--- src/design/max_pooling_forward_backward_defines.svh ---
// assertion macros shared by the max pooling block
`ifndef MAX_POOLING_FORWARD_BACKWARD_DEFINES_SVH
`define MAX_POOLING_FORWARD_BACKWARD_DEFINES_SVH

// same-cycle implication, checked on every rising edge out of reset
`define MPFB_ASSERT_NOW(label, ante, cons, msg) \
  label: assert property (@(posedge clk) disable iff (!rst_n) (ante) |-> (cons)) \
    else $error(msg);

// next-cycle implication
`define MPFB_ASSERT_NEXT(label, ante, cons, msg) \
  label: assert property (@(posedge clk) disable iff (!rst_n) (ante) |=> (cons)) \
    else $error(msg);

`endif

--- src/design/mpfb_pkg.sv ---
// package: types, constants and helpers of the max pooling block
`timescale 1ns / 1ps

package mpfb_pkg;

  localparam int MAX_IN_COLS_DEF = 256;
  localparam int DATA_WIDTH_DEF  = 16;

  localparam int CFG_IDX_W  = 3;
  localparam int CFG_DATA_W = 9;

  typedef enum logic [CFG_IDX_W-1:0] {
    REG_CHANNEL_COUNT = 3'd0,
    REG_IN_ROWS       = 3'd1,
    REG_IN_COLS       = 3'd2,
    REG_POOL_ROWS     = 3'd3,
    REG_POOL_COLS     = 3'd4
  } cfg_reg_t;

  localparam logic FUNC_FORWARD  = 1'b0;
  localparam logic FUNC_BACKWARD = 1'b1;

  localparam logic [8:0] CHANS_MAX   = 9'd64;
  localparam logic [8:0] ROWS_MAX    = 9'd256;
  localparam logic [8:0] POOL_MAX    = 9'd16;
  localparam logic [8:0] CHANS_RESET = 9'd1;
  localparam logic [8:0] ROWS_RESET  = 9'd8;
  localparam logic [8:0] COLS_RESET  = 9'd8;
  localparam logic [8:0] POOL_RESET  = 9'd2;

  // control flags carried from the sequencer into the update stage
  typedef struct packed {
    logic is_grad;
    logic upd;
    logic first_row;
    logic last_row;
  } s1_ctrl_t;

  // zero counts as one, anything above hi saturates
  function automatic logic [8:0] clamp_count(input logic [8:0] v, input logic [8:0] hi);
    logic [8:0] r;
    if (v == 9'd0) begin
      r = 9'd1;
    end else if (v > hi) begin
      r = hi;
    end else begin
      r = v;
    end
    return r;
  endfunction

endpackage

--- src/design/mpfb_line_store.sv ---
// line store: per pooled column partial maximum, one write and one registered read port
`timescale 1ns / 1ps

module mpfb_line_store #(
  parameter int DEPTH      = 256,
  parameter int DATA_WIDTH = 16,
  localparam int AW        = $clog2(DEPTH)
) (
  input  logic                         clk,
  input  logic                         we,
  input  logic [AW-1:0]                wr_addr,
  input  logic signed [DATA_WIDTH-1:0] wr_data,
  input  logic                         rd_en,
  input  logic [AW-1:0]                rd_addr,
  output logic signed [DATA_WIDTH-1:0] rd_data
);

  logic signed [DATA_WIDTH-1:0] mem [DEPTH];
  logic signed [DATA_WIDTH-1:0] rd_data_r;

  always_ff @(posedge clk) begin
    if (we) begin
      mem[wr_addr] <= wr_data;
    end
  end

  always_ff @(posedge clk) begin
    if (rd_en) begin
      rd_data_r <= mem[rd_addr];
    end
  end

  assign rd_data = rd_data_r;

endmodule

--- src/design/mpfb_seq.sv ---
// sequencer: configuration registers, raster position counters, row running max, stage 1 register
`timescale 1ns / 1ps

module mpfb_seq #(
  parameter int MAX_IN_COLS = mpfb_pkg::MAX_IN_COLS_DEF,
  parameter int DATA_WIDTH  = mpfb_pkg::DATA_WIDTH_DEF,
  localparam int DEPTH      = (MAX_IN_COLS < 256) ? MAX_IN_COLS : 256,
  localparam int AW         = $clog2(DEPTH)
) (
  input  logic                              clk,
  input  logic                              rst_n,
  input  logic                              cfg_valid,
  input  logic [mpfb_pkg::CFG_IDX_W-1:0]    cfg_index,
  input  logic [mpfb_pkg::CFG_DATA_W-1:0]   cfg_data,
  input  logic                              in_accept,
  input  logic                              in_func,
  input  logic signed [DATA_WIDTH-1:0]      in_sample,
  input  logic signed [DATA_WIDTH-1:0]      in_wmax,
  input  logic signed [DATA_WIDTH-1:0]      in_grad,
  input  logic                              s1_fire,
  output logic                              s1_valid,
  output mpfb_pkg::s1_ctrl_t                s1_ctrl,
  output logic [AW-1:0]                     s1_addr,
  output logic [5:0]                        s1_chan,
  output logic [7:0]                        s1_row,
  output logic [7:0]                        s1_col,
  output logic signed [DATA_WIDTH-1:0]      s1_value,
  output logic                              rd_en,
  output logic [AW-1:0]                     rd_addr
);

  localparam logic [8:0] COLS_CAP = 9'(DEPTH);

  // clamped configuration
  logic [6:0] chans_r, chans_nxt;
  logic [8:0] rows_r, rows_nxt;
  logic [8:0] cols_r, cols_nxt;
  logic [4:0] pr_r, pr_nxt;
  logic [4:0] pc_r, pc_nxt;
  logic       cfg_hit;

  // raster position
  logic [7:0] col_r, col_nxt;
  logic [7:0] row_r, row_nxt;
  logic [5:0] chan_r, chan_nxt;
  logic [3:0] iwc_r, iwc_nxt;
  logic [7:0] wc_r, wc_nxt;
  logic [3:0] iwr_r, iwr_nxt;
  logic [7:0] wr_r, wr_nxt;

  logic signed [DATA_WIDTH-1:0] rrm_r, rrm_nxt;

  logic                         s1_valid_r, s1_valid_nxt;
  mpfb_pkg::s1_ctrl_t           s1_ctrl_r;
  logic [AW-1:0]                s1_addr_r;
  logic [5:0]                   s1_chan_r;
  logic [7:0]                   s1_row_r;
  logic [7:0]                   s1_col_r;
  logic signed [DATA_WIDTH-1:0] s1_value_r;

  logic       fwd_acc;
  logic       col_full, row_full, in_region;
  logic       iwc_last, iwr_last, col_last, row_last, chan_last;
  logic       take_x;
  logic signed [DATA_WIDTH-1:0] fwd_max, bwd_val;

  // configuration decode
  always_comb begin
    chans_nxt = chans_r;
    rows_nxt  = rows_r;
    cols_nxt  = cols_r;
    pr_nxt    = pr_r;
    pc_nxt    = pc_r;
    cfg_hit   = 1'b0;
    if (cfg_valid) begin
      unique case (cfg_index)
        mpfb_pkg::REG_CHANNEL_COUNT: begin
          chans_nxt = 7'(mpfb_pkg::clamp_count({2'b0, cfg_data[6:0]}, mpfb_pkg::CHANS_MAX));
          cfg_hit   = 1'b1;
        end
        mpfb_pkg::REG_IN_ROWS: begin
          rows_nxt = mpfb_pkg::clamp_count(cfg_data, mpfb_pkg::ROWS_MAX);
          cfg_hit  = 1'b1;
        end
        mpfb_pkg::REG_IN_COLS: begin
          cols_nxt = mpfb_pkg::clamp_count(cfg_data, COLS_CAP);
          cfg_hit  = 1'b1;
        end
        mpfb_pkg::REG_POOL_ROWS: begin
          pr_nxt  = 5'(mpfb_pkg::clamp_count({4'b0, cfg_data[4:0]}, mpfb_pkg::POOL_MAX));
          cfg_hit = 1'b1;
        end
        mpfb_pkg::REG_POOL_COLS: begin
          pc_nxt  = 5'(mpfb_pkg::clamp_count({4'b0, cfg_data[4:0]}, mpfb_pkg::POOL_MAX));
          cfg_hit = 1'b1;
        end
        default: cfg_hit = 1'b0;
      endcase
    end
  end

  // window bookkeeping for the current element
  always_comb begin
    fwd_acc   = in_accept && (in_func == mpfb_pkg::FUNC_FORWARD);
    // a window counts only if it ends inside the map
    col_full  = (({2'b0, col_r} - {6'b0, iwc_r} + {5'b0, pc_r}) <= {1'b0, cols_r});
    row_full  = (({2'b0, row_r} - {6'b0, iwr_r} + {5'b0, pr_r}) <= {1'b0, rows_r});
    in_region = col_full && row_full;
    iwc_last  = ({1'b0, iwc_r} == (pc_r - 5'd1));
    iwr_last  = ({1'b0, iwr_r} == (pr_r - 5'd1));
    col_last  = (({1'b0, col_r} + 9'd1) >= cols_r);
    row_last  = (({1'b0, row_r} + 9'd1) >= rows_r);
    chan_last = (({1'b0, chan_r} + 7'd1) >= chans_r);
    take_x    = (iwc_r == 4'd0) || (in_sample > rrm_r);
    fwd_max   = take_x ? in_sample : rrm_r;
    bwd_val   = (in_sample == in_wmax) ? in_grad : '0;
  end

  // position and running max update
  always_comb begin
    col_nxt  = col_r;
    row_nxt  = row_r;
    chan_nxt = chan_r;
    iwc_nxt  = iwc_r;
    wc_nxt   = wc_r;
    iwr_nxt  = iwr_r;
    wr_nxt   = wr_r;
    rrm_nxt  = rrm_r;
    if (cfg_hit) begin
      col_nxt  = '0;
      row_nxt  = '0;
      chan_nxt = '0;
      iwc_nxt  = '0;
      wc_nxt   = '0;
      iwr_nxt  = '0;
      wr_nxt   = '0;
    end else if (fwd_acc) begin
      if (in_region) begin
        rrm_nxt = fwd_max;
      end
      if (col_last) begin
        col_nxt = '0;
        iwc_nxt = '0;
        wc_nxt  = '0;
        if (row_last) begin
          row_nxt  = '0;
          iwr_nxt  = '0;
          wr_nxt   = '0;
          chan_nxt = chan_last ? 6'd0 : chan_r + 6'd1;
        end else begin
          row_nxt = row_r + 8'd1;
          if (iwr_last) begin
            iwr_nxt = '0;
            wr_nxt  = wr_r + 8'd1;
          end else begin
            iwr_nxt = iwr_r + 4'd1;
          end
        end
      end else begin
        col_nxt = col_r + 8'd1;
        if (iwc_last) begin
          iwc_nxt = '0;
          wc_nxt  = wc_r + 8'd1;
        end else begin
          iwc_nxt = iwc_r + 4'd1;
        end
      end
    end
  end

  always_comb begin
    s1_valid_nxt = s1_valid_r;
    if (in_accept) begin
      s1_valid_nxt = 1'b1;
    end else if (s1_fire) begin
      s1_valid_nxt = 1'b0;
    end
  end

  always_ff @(posedge clk) begin
    if (!rst_n) begin
      chans_r    <= 7'(mpfb_pkg::CHANS_RESET);
      rows_r     <= mpfb_pkg::ROWS_RESET;
      cols_r     <= mpfb_pkg::clamp_count(mpfb_pkg::COLS_RESET, COLS_CAP);
      pr_r       <= 5'(mpfb_pkg::POOL_RESET);
      pc_r       <= 5'(mpfb_pkg::POOL_RESET);
      col_r      <= '0;
      row_r      <= '0;
      chan_r     <= '0;
      iwc_r      <= '0;
      wc_r       <= '0;
      iwr_r      <= '0;
      wr_r       <= '0;
      rrm_r      <= '0;
      s1_valid_r <= 1'b0;
    end else begin
      chans_r    <= chans_nxt;
      rows_r     <= rows_nxt;
      cols_r     <= cols_nxt;
      pr_r       <= pr_nxt;
      pc_r       <= pc_nxt;
      col_r      <= col_nxt;
      row_r      <= row_nxt;
      chan_r     <= chan_nxt;
      iwc_r      <= iwc_nxt;
      wc_r       <= wc_nxt;
      iwr_r      <= iwr_nxt;
      wr_r       <= wr_nxt;
      rrm_r      <= rrm_nxt;
      s1_valid_r <= s1_valid_nxt;
    end
  end

  // stage 1 payload
  always_ff @(posedge clk) begin
    if (in_accept) begin
      if (in_func == mpfb_pkg::FUNC_BACKWARD) begin
        s1_ctrl_r  <= '{is_grad: 1'b1, upd: 1'b0, first_row: 1'b0, last_row: 1'b0};
        s1_chan_r  <= '0;
        s1_row_r   <= '0;
        s1_col_r   <= '0;
        s1_value_r <= bwd_val;
      end else begin
        s1_ctrl_r  <= '{is_grad: 1'b0, upd: in_region && iwc_last,
                        first_row: (iwr_r == 4'd0), last_row: iwr_last};
        s1_chan_r  <= chan_r;
        s1_row_r   <= wr_r;
        s1_col_r   <= wc_r;
        s1_value_r <= fwd_max;
      end
      s1_addr_r <= wc_r[AW-1:0];
    end
  end

  assign s1_valid = s1_valid_r;
  assign s1_ctrl  = s1_ctrl_r;
  assign s1_addr  = s1_addr_r;
  assign s1_chan  = s1_chan_r;
  assign s1_row   = s1_row_r;
  assign s1_col   = s1_col_r;
  assign s1_value = s1_value_r;
  assign rd_en    = in_accept;
  assign rd_addr  = wc_r[AW-1:0];

endmodule

--- src/design/mpfb_update.sv ---
// update stage: merge with the line store, write back with forwarding, output register
`timescale 1ns / 1ps
`include "max_pooling_forward_backward_defines.svh"

module mpfb_update #(
  parameter int MAX_IN_COLS = mpfb_pkg::MAX_IN_COLS_DEF,
  parameter int DATA_WIDTH  = mpfb_pkg::DATA_WIDTH_DEF,
  localparam int DEPTH      = (MAX_IN_COLS < 256) ? MAX_IN_COLS : 256,
  localparam int AW         = $clog2(DEPTH)
) (
  input  logic                          clk,
  input  logic                          rst_n,
  input  logic                          s1_valid,
  input  mpfb_pkg::s1_ctrl_t            s1_ctrl,
  input  logic [AW-1:0]                 s1_addr,
  input  logic [5:0]                    s1_chan,
  input  logic [7:0]                    s1_row,
  input  logic [7:0]                    s1_col,
  input  logic signed [DATA_WIDTH-1:0]  s1_value,
  input  logic signed [DATA_WIDTH-1:0]  rd_data,
  output logic                          s1_fire,
  output logic                          s1_ready,
  output logic                          we,
  output logic [AW-1:0]                 wr_addr,
  output logic signed [DATA_WIDTH-1:0]  wr_data,
  output logic                          out_valid,
  input  logic                          out_ready,
  output logic signed [DATA_WIDTH-1:0]  out_value,
  output logic                          out_is_grad,
  output logic [5:0]                    out_chan,
  output logic [7:0]                    out_row,
  output logic [7:0]                    out_col
);

  logic                         emit;
  logic                         fwd_hit;
  logic signed [DATA_WIDTH-1:0] stored, merged;

  // last write to the line store, covers a read issued in the same cycle
  logic                         fwd_valid_r, fwd_valid_nxt;
  logic [AW-1:0]                fwd_addr_r;
  logic signed [DATA_WIDTH-1:0] fwd_data_r;

  logic                         out_valid_r, out_valid_nxt;
  logic signed [DATA_WIDTH-1:0] out_value_r;
  logic                         out_grad_r;
  logic [5:0]                   out_chan_r;
  logic [7:0]                   out_row_r;
  logic [7:0]                   out_col_r;

  always_comb begin
    emit     = s1_ctrl.is_grad || (s1_ctrl.upd && s1_ctrl.last_row);
    s1_fire  = s1_valid && (!emit || !out_valid_r || out_ready);
    s1_ready = !s1_valid || s1_fire;
    fwd_hit  = fwd_valid_r && (fwd_addr_r == s1_addr);
    stored   = fwd_hit ? fwd_data_r : rd_data;
    merged   = (s1_ctrl.first_row || (s1_value > stored)) ? s1_value : stored;
    we       = s1_fire && s1_ctrl.upd;
    wr_addr  = s1_addr;
    wr_data  = merged;
  end

  always_comb begin
    fwd_valid_nxt = fwd_valid_r || we;
    out_valid_nxt = out_valid_r;
    if (s1_fire && emit) begin
      out_valid_nxt = 1'b1;
    end else if (out_ready) begin
      out_valid_nxt = 1'b0;
    end
  end

  always_ff @(posedge clk) begin
    if (!rst_n) begin
      fwd_valid_r <= 1'b0;
      out_valid_r <= 1'b0;
    end else begin
      fwd_valid_r <= fwd_valid_nxt;
      out_valid_r <= out_valid_nxt;
    end
  end

  always_ff @(posedge clk) begin
    if (we) begin
      fwd_addr_r <= wr_addr;
      fwd_data_r <= wr_data;
    end
    if (s1_fire && emit) begin
      out_value_r <= s1_ctrl.is_grad ? s1_value : merged;
      out_grad_r  <= s1_ctrl.is_grad;
      out_chan_r  <= s1_chan;
      out_row_r   <= s1_row;
      out_col_r   <= s1_col;
    end
  end

  assign out_valid   = out_valid_r;
  assign out_value   = out_value_r;
  assign out_is_grad = out_grad_r;
  assign out_chan    = out_chan_r;
  assign out_row     = out_row_r;
  assign out_col     = out_col_r;

  `MPFB_ASSERT_NOW(a_grad_no_position, out_valid_r && out_grad_r, (out_chan_r == 6'd0) && (out_row_r == 8'd0) && (out_col_r == 8'd0), "gradient result carries a position")
  `MPFB_ASSERT_NEXT(a_stage_holds, s1_valid && !s1_fire, s1_valid, "stalled stage 1 transaction dropped")
  `MPFB_ASSERT_NEXT(a_emit_lands, s1_fire && emit, out_valid_r, "emitted result not in output register")
  `MPFB_ASSERT_NEXT(a_write_recorded, we, fwd_valid_r && (fwd_addr_r == $past(wr_addr)), "line store write not tracked for forwarding")

endmodule

--- src/design/max_pooling_forward_backward.sv ---
// top level: streaming max pooling, forward windows and backward gradient routing
//
//  channel | direction | tdata / data                         | tuser
//  in_     | slave     | sample_value, window_max, upstream_grad | func
//  out_    | master    | out_value, channel_index, out_row, out_col | is_gradient
//  cfg_    | slave     | cfg_index (register), cfg_data        | -
//
// one transaction per cycle sustained while out_ does not stall; a result passes the stage 1 and output registers
// the line store is read when an element is accepted and written back when stage 1 fires,
// a forwarding register covers back-to-back updates of the same pooled column
// rst_n clears positions, running max and configuration (1, 8, 8, 2, 2); the store needs no clear
// a stalled out_ stalls in_ only when the waiting element itself has a result to give
`timescale 1ns / 1ps

module max_pooling_forward_backward #(
  parameter int MAX_IN_COLS   = mpfb_pkg::MAX_IN_COLS_DEF,
  parameter int DATA_WIDTH    = mpfb_pkg::DATA_WIDTH_DEF,
  localparam int IN_TDATA_W   = ((3 * DATA_WIDTH + 7) / 8) * 8,
  localparam int OUT_TDATA_W  = ((DATA_WIDTH + 22 + 7) / 8) * 8,
  localparam int DEPTH        = (MAX_IN_COLS < 256) ? MAX_IN_COLS : 256,
  localparam int AW           = $clog2(DEPTH)
) (
  input  logic                            clk,
  input  logic                            rst_n,
  input  logic                            cfg_valid,
  output logic                            cfg_ready,
  input  logic [mpfb_pkg::CFG_IDX_W-1:0]  cfg_index,
  input  logic [mpfb_pkg::CFG_DATA_W-1:0] cfg_data,
  input  logic                            in_tvalid,
  output logic                            in_tready,
  // sample_value, window_max, upstream_grad, zero pad
  input  logic [IN_TDATA_W-1:0]           in_tdata,
  // func
  input  logic                            in_tuser,
  output logic                            out_tvalid,
  input  logic                            out_tready,
  // out_value, channel_index, out_row, out_col, zero pad
  output logic [OUT_TDATA_W-1:0]          out_tdata,
  // is_gradient
  output logic                            out_tuser
);

  logic                         in_accept;
  logic                         s1_fire, s1_ready, s1_valid;
  mpfb_pkg::s1_ctrl_t           s1_ctrl;
  logic [AW-1:0]                s1_addr;
  logic [5:0]                   s1_chan;
  logic [7:0]                   s1_row, s1_col;
  logic signed [DATA_WIDTH-1:0] s1_value;
  logic                         rd_en, we;
  logic [AW-1:0]                rd_addr, wr_addr;
  logic signed [DATA_WIDTH-1:0] rd_data, wr_data;
  logic signed [DATA_WIDTH-1:0] out_value;
  logic [5:0]                   out_chan;
  logic [7:0]                   out_row, out_col;

  assign cfg_ready = 1'b1;
  assign in_tready = s1_ready;
  assign in_accept = in_tvalid && s1_ready;

  mpfb_seq #(
    .MAX_IN_COLS (MAX_IN_COLS),
    .DATA_WIDTH  (DATA_WIDTH)
  ) u_seq (
    .clk       (clk),
    .rst_n     (rst_n),
    .cfg_valid (cfg_valid),
    .cfg_index (cfg_index),
    .cfg_data  (cfg_data),
    .in_accept (in_accept),
    .in_func   (in_tuser),
    .in_sample (in_tdata[DATA_WIDTH-1:0]),
    .in_wmax   (in_tdata[2*DATA_WIDTH-1:DATA_WIDTH]),
    .in_grad   (in_tdata[3*DATA_WIDTH-1:2*DATA_WIDTH]),
    .s1_fire   (s1_fire),
    .s1_valid  (s1_valid),
    .s1_ctrl   (s1_ctrl),
    .s1_addr   (s1_addr),
    .s1_chan   (s1_chan),
    .s1_row    (s1_row),
    .s1_col    (s1_col),
    .s1_value  (s1_value),
    .rd_en     (rd_en),
    .rd_addr   (rd_addr)
  );

  mpfb_line_store #(
    .DEPTH      (DEPTH),
    .DATA_WIDTH (DATA_WIDTH)
  ) u_store (
    .clk     (clk),
    .we      (we),
    .wr_addr (wr_addr),
    .wr_data (wr_data),
    .rd_en   (rd_en),
    .rd_addr (rd_addr),
    .rd_data (rd_data)
  );

  mpfb_update #(
    .MAX_IN_COLS (MAX_IN_COLS),
    .DATA_WIDTH  (DATA_WIDTH)
  ) u_update (
    .clk         (clk),
    .rst_n       (rst_n),
    .s1_valid    (s1_valid),
    .s1_ctrl     (s1_ctrl),
    .s1_addr     (s1_addr),
    .s1_chan     (s1_chan),
    .s1_row      (s1_row),
    .s1_col      (s1_col),
    .s1_value    (s1_value),
    .rd_data     (rd_data),
    .s1_fire     (s1_fire),
    .s1_ready    (s1_ready),
    .we          (we),
    .wr_addr     (wr_addr),
    .wr_data     (wr_data),
    .out_valid   (out_tvalid),
    .out_ready   (out_tready),
    .out_value   (out_value),
    .out_is_grad (out_tuser),
    .out_chan    (out_chan),
    .out_row     (out_row),
    .out_col     (out_col)
  );

  assign out_tdata = OUT_TDATA_W'({out_col, out_row, out_chan, out_value});

endmodule

--- config.mk ---
export PLATFORM = sky130hd
export DESIGN_NAME = max_pooling_forward_backward
export DESIGN_NICKNAME = d
export VERILOG_FILES = /design/src/design/mpfb_pkg.sv /design/src/design/mpfb_line_store.sv /design/src/design/mpfb_seq.sv /design/src/design/mpfb_update.sv /design/src/design/max_pooling_forward_backward.sv
export VERILOG_INCLUDE_DIRS = /design/src /design/src/design
export SDC_FILE = /design/constraint.sdc
export NUM_CORES = 2
export LEC_CHECK = 0
export ABC_AREA = 0
export BUFFER_PORTS_ARGS = -buffer_cell sky130_fd_sc_hd__buf_2
export CAP_MARGIN = 20
export CORE_UTILIZATION = 55
export CTS_CLUSTER_DIAMETER = 200
export DETAILED_ROUTE_END_ITERATION = 8
export GPL_ROUTABILITY_DRIVEN = 0
export PLACE_DENSITY = 0.8
export SETUP_SLACK_MARGIN = 0.05
export SKIP_CTS_REPAIR_TIMING = 1
export SYNTH_ARGS = -nofsm -noshare
export SYNTH_HDL_FRONTEND = slang
export SYNTH_SLANG_ARGS = --single-unit
--- constraint.sdc ---
create_clock -name clk -period 13.3 [get_ports clk]
set_input_delay 1.33 -clock clk [delete_from_list [all_inputs] [get_ports clk]]
set_output_delay 1.33 -clock clk [all_outputs]
set_load 0.01 [all_outputs]
======== Word level (Yosys, flattened, before mapping) ========
Memories as Yosys holds them, arrays and structs flattened. A register that Yosys moved wholly into a read port is not among the register bits.
Cells that the tools add are included.
cells by class
  add/subtract/negate cells ............... 16
  $lt $le $gt $ge ......................... 10
  equal/unequal tests ..................... 8
  multiplexer cells ....................... 32
  bitwise logic cells ..................... 3
  reductions and logical operators ........ 41
operator list
  cell                                                                 count
  16-bit 2-to-1 mux                                                    6
  8-bit 2-to-1 mux                                                     6
  8-bit by 1-bit adder with 8-bit output (second input constant)       4
  16-bit greater-than comparator                                       2
  10-bit by 5-bit adder with 10-bit output                             2
  10-bit by 9-bit <= comparator with 1-bit output                      2
  4-bit 2-to-1 mux                                                     5
  8-bit by 1-bit adder with 9-bit output (second input constant)       2
  9-bit greater-or-equal comparator                                    2
  9-bit 2-to-1 mux                                                     2
  8-bit by 4-bit subtractor with 9-bit output                          2
  16-bit == test                                                       1
  7-bit 2-to-1 mux                                                     2
  2-bit AND reduction                                                  7
  4-bit by 5-bit == test with 1-bit output                             2
  5-bit 2-to-1 mux                                                     2
  5-bit by 1-bit subtractor with 5-bit output (second input constant)  2
  9-bit greater-than comparator (second input constant)                1
  1-bit logical AND                                                    9
  9-bit logical NOT                                                    1
  3-bit AND reduction                                                  3
  4-bit by 1-bit adder with 4-bit output (second input constant)       2
  8-bit == test                                                        1
  4-bit logical NOT                                                    2
  19 further kinds                                                     40
storage, ports and cells
  flip-flop bits (word level) ............. 213
  bits in writable memories ............... 4,096
  bits of input ports ..................... 66
  output and inout port bits .............. 44
  logic and storage cells ................. 143
  memories kept ........................... 1
memories
  memory       words  width  read ports  clocked after Yosys merged registers in  wr ports  RTL line               source
  u_store.mem  256    16     1           1                                        1         mpfb_line_store.sv:18  logic signed [DATA_WIDTH-1:0] mem [DEPTH];

======== Depth between registers and ports, before layout ========
  word-level depth ........................ 10
  depth in mapped cells ................... 23
  gate-level depth less buffers ........... 22

======== Cells and area by module ========
Synthesis repeated with hierarchy kept, for this count alone.
unflattened totals
  cell total of the unflattened synthesis .. 8,639
  area total of the unflattened synthesis .. 171,633.4 um^2
modules (own cells, without submodules)
  module                        times used  cells each  area an instance (um^2)  sequential area each (um^2)
  mpfb_line_store               1           7,360       158,874.9                123,478.4
  mpfb_seq                      1           1,066       9,436.6                  3,463.3
  mpfb_update                   1           207         3,285.7                  1,931.9
  max_pooling_forward_backward  1           6           36.3                     0.0

======== Worst setup path after synthesis ========
Ideal clock, no wire load.
  path type ............................... register to register
  start point ............................. register u_seq.s1_addr_r[3], in the netlist u_seq.s1_addr[3]
  end point ............................... memory u_store.mem[0][10], data pin
  setup time .............................. 557 ps
  arrival time ............................ 6,025 ps
  required time ........................... 12,743 ps
  setup slack ............................. 6,718 ps
  stages on the path, launching flop included .. 19
  buffers on the path ..................... 3
  clock period less this slack ............ 6,582 ps
  cells stage by stage .................... edfxtp_1 clkbuf_1 xor2_1 nor4_1 nand3_1 nor4_2 buf_2 mux2_2 inv_1 ha_1 a21o_1 a21o_1 a21oi_1 o21ai_0 a2111oi_0 a21oi_1 nor3_2 buf_2 mux2_2
on the way
  word-level cells in the longest chain between the ends .. 6
RTL lines
  item                            RTL line               source
  start: declaration              mpfb_seq.sv:55         logic [AW-1:0] s1_addr_r;
  start signal: assignment        mpfb_seq.sv:231        s1_addr_r <= wc_r[AW-1:0];
  8-bit == test (*)               mpfb_update.sv:55      fwd_hit = fwd_valid_r && (fwd_addr_r == s1_addr);
  1-bit logical AND (*)           mpfb_update.sv:55
  16-bit 2-to-1 mux (*)           mpfb_update.sv:56      stored = fwd_hit ? fwd_data_r : rd_data;
  16-bit greater-than comparator  mpfb_update.sv:57      merged = (s1_ctrl.first_row || (s1_value > stored)) ? s1_value : stored;
  1-bit logical OR                mpfb_update.sv:57
  16-bit 2-to-1 mux (*)           mpfb_update.sv:57
  via u_store.wr_data[10]         mpfb_line_store.sv:12  input logic signed [DATA_WIDTH-1:0] wr_data,
  end: declaration                mpfb_line_store.sv:18
The timed path passes the listed nets; every way through them passes the cells marked *.

======== Final worst setup path ========
  start point ............................. register u_seq.s1_addr_r[3], in the netlist u_seq.s1_addr[3]
  end point ............................... memory u_store.mem[168][3], data pin
The elaborated chain is that of the path after synthesis.

==> metrics <==
register area 128,900 µm²; fin crit period ~7 ns; hold wc startpoint u_seq.s1_col[6]$_SDFFCE_PP0P_; Yosys cell types just under 90; Hold Path Class reg2reg; smallest hold slack approximately 0.42 ns; Max clock buf depth 4; Max VDD drop about 0.13 mV; DRT iter0 DRCs 17,860; Crit path required time 13.93 ns; async set or reset register ratio after synthesis 0%; Clock Tree Root clkbuf_16; DRT Pass-1 Iters 8; Die H between 500 and 600 µm; largest net degree at the start of global routing approximately 160; Num CTS Buffers slightly above 400; Mean Syn Cell Area 20.79 µm²; vias 94,190; Pwr per Cell Area between 100 and 150 nW/µm²; Gate Count Post-Synth roughly 8,200; yosys warns 0; footprint of the multi-input gates 38,920 µm²; FF-to-FF Start u_seq.s1_addr[3]$_DFFE_PP_; FF-to-FF path depth 19; synthesis-to-layout area growth 12.31%; wire per inst 38.35 µm; clk sinks around 4,300; Tot GR Track Use roughly a third; Startpoint Class flop; TritonCTS clock tree yes; share of cells above drive strength 1 25.60%; global-route wire length before repair about 700 mm; top achievable clock speed about 140 MHz; leak pwr between 50 and 60 nW; Final Max Slew Viols 0; Initial Util approximately 55%; sequential-to-total area share from yosys stat 75.73%; CTS H-Tree Depth 5; vias in the first global route between 90,000 and 100k; Reg2Reg Capture Point u_store.mem[168][3]$_DFFE_PP_; Worst Hold Path Cells 0; Max Clock Skew between 0.05 and 0.06 ns; reg2reg setup slack just over 6 ns; Max Cap Violations 0; # rows 203; port bufs approximately 110; WHS Endpoint u_update.out_col[6]$_DFFE_PP_; number of nets in the layout a little under 9,000; Core Util, Final 62.29%; critical path class reg2reg; RSZ-0062 raised after global routing false; antenna violations before repair 36; CP endpoint kind flop; worst slew pin tran 1.417 ns; Post-Syn Area roughly 170,000 µm²; post-route ant nets 0; synthesis-stage register bit count roughly 4,300; DRC violations left 0; Die Area between 300,000 and 400,000 µm²; Sum Neg Setup Slack 0 ns; Vias per Instance approximately 7.2; clock transition at the registers of the reported paths roughly 0.060 ns; Tcrit/Tclk final approximately 54%; Final Hold Violating Endpoints 0; crit path DAT between 7 and 8 ns; status complete, no violations; number of synthesized flops with an enable pin around 4,200; total gr overflow 0; Relative slew margins between 5 and 6%; final setup fails 0; num ports between 100 and 150; Die Span X approximately 560 µm; clk_lat worst skew roughly 1 ns; Post-synth top flop edfxtp_1; placed wire-length estimate between 200 and 300 mm; core area between 300,000 and 400,000 µm²; Max FO, Critical Path 125; total wire length 504.4 mm; fill count a little under 20,000
-- layout make-up --
cell class              count  share of cell area [%]
diodes                     27                 0.03535
clock inverters           258                   1.544
well taps                4100                   2.684
flip-flops and latches   4325                   67.44
inverters                  98                  0.1997
multi-input cells        3307                   20.37
clock buffers             501                   5.608
repair buffers            537                   2.126
-- state kept, by name (all words and copies together) (netlist names), 9 cells and up --
name,count
u_update.fwd_data_r,16
u_store.mem,4096
u_seq.rrm_r,16
u_seq.s1_value,16
u_update.out_value,16
u_seq.cols_r,9
u_store.rd_data,16
u_seq.rows_r,9
-- power by group --
part / switching, mW / internal [mW]
Combinational: 0.611 / 0.175
Sequential: 0.0254 / 15.2
Clock: 5.21 / 6.78
-- cells by family (layout without fill, tap and decap cells) --
family / count (synthesis) / after routing / share of synthesized area, %
multiplexers: 1416 / 1416 / 15.89
flip-flops: 4325 / 4325 / 75.73
buffers and inverters: 556 / 1394 / 1.727
AO/OA/AOI/OAI: 722 / 722 / 2.856
adder cells (fa/ha/maj): 110 / 110 / 0.8264
XOR/XNOR: 89 / 89 / 0.4580
other: 2 / 30 / 0.004413
AND/OR/NAND/NOR: 967 / 967 / 2.514
-- how the worst max path moves through the flow --
stage                                           from                       endpoint  slack (ns)  cells after the start
after floorplan           u_seq.s1_addr[3]$_DFFE_PP_   u_store.mem[0][10]$_DFFE_PP_        6.72                     18
after global placement    u_seq.s1_addr[3]$_DFFE_PP_  u_store.mem[130][3]$_DFFE_PP_        6.32                     19
after detailed placement  u_seq.s1_addr[3]$_DFFE_PP_  u_store.mem[131][3]$_DFFE_PP_        6.38                     19
after CTS                 u_seq.s1_addr[3]$_DFFE_PP_  u_store.mem[175][3]$_DFFE_PP_        6.28                     19
after global routing      u_seq.s1_addr[3]$_DFFE_PP_  u_store.mem[168][3]$_DFFE_PP_        5.89                     19
final                     u_seq.s1_addr[3]$_DFFE_PP_  u_store.mem[168][3]$_DFFE_PP_        6.12                     19
-- routing by layer --
layer | track usage (%) | part of all wire, %
met2 | 48.50 | 45
met5 | 0 | 0.067
met1 | 39.88 | 31
met3 | 11.18 | 16
met4 | 21.52 | 8.2
-- placed cells by master (no fill, tap or decap), types with 19 or more instances in the layout --
cell type | Yosys | routed
mux4_2 | 1022 | 1022
ha_1 | 106 | 106
xnor2_1 | 58 | 58
clkinv_2 | 0 | 70
nor2b_1 | 57 | 51
o22ai_1 | 49 | 49
edfxtp_1 | 4225 | 4225
o21ai_0 | 106 | 106
a221oi_1 | 67 | 67
clkinv_1 | 1 | 81
diode_2 | 0 | 27
mux2_2 | 55 | 39
a22oi_1 | 60 | 60
xor2_1 | 31 | 31
bufinv_16 | 0 | 52
nor2_2 | 0 | 39
buf_4 | 46 | 400
a211oi_1 | 20 | 20
a21boi_0 | 19 | 19
clkbuf_16 | 0 | 415
buf_2 | 114 | 108
mux2i_1 | 336 | 336
inv_1 | 95 | 93
o221ai_1 | 49 | 49
nor2_1 | 387 | 341
nor3_1 | 41 | 40
o21ai_1 | 21 | 21
nand3_1 | 55 | 51
a21o_1 | 26 | 26
nand2_1 | 305 | 287
clkbuf_1 | 195 | 85
clkinvlp_4 | 0 | 23
a21oi_1 | 177 | 177
dfxtp_1 | 100 | 93
-- stage by stage --
step,setup WS [ns],std cells,power (mW),area [µm²]
6_report,6.120,13150,28.00,191100
5_1_grt,5.891,13130,28.51,191100
4_1_cts,6.280,13120,27.96,190900
3_5_place_dp,6.376,12360,16.27,177200
3_3_place_gp,6.318,12340,16.21,177100
2_1_floorplan,6.718,8188,15.98,170200
-- cell usage after synthesis (12+ instances only) --
cell,count,area share [%]
buf_2,114,0.34
nand4_1,17,0.062
xnor2_1,58,0.30
o21ai_0,106,0.31
mux2_2,55,0.36
a21o_1,26,0.11
nor2b_1,57,0.21
xor2_1,31,0.16
a21boi_0,19,0.084
nor4_1,14,0.051
a21oi_1,177,0.52
ha_1,106,0.78
edfxtp_1,4225,75
inv_1,95,0.21
a31oi_1,14,0.051
a221oi_1,67,0.34
or4_1,12,0.053
o22ai_1,49,0.18
a2111oi_0,18,0.093
mux4_2,1022,14
clkbuf_1,195,0.43
nand3_1,55,0.16
nand2b_1,13,0.048
buf_6,48,0.32
nand2_1,305,0.67
nor3_1,41,0.12
a211oi_1,20,0.088
nor2_1,387,0.85
o221ai_1,49,0.25
buf_1,40,0.088
and3_1,13,0.048
buf_4,46,0.20
dfxtp_1,100,1.2
a22oi_1,60,0.26
o21ai_1,21,0.062
mux2i_1,336,2.0
-- critical path: stages (launching register included) --
cell       delay, ns
edfxtp_1        0.55
xor2_1          0.23
nor4_1          0.33
nand3_1         0.18
nor4_4          0.27
buf_4           0.33
mux2_2          0.40
inv_1           0.07
ha_1            0.23
a21o_1          0.18
a21o_1          0.18
a21oi_1         0.17
o21ai_0         0.13
a2111oi_0       0.43
a21oi_1         0.25
nor3_4          0.19
buf_4           0.41
mux2_8          0.80
buf_4           0.60
buf_4           0.75
(Power assumes the default switching activity.)
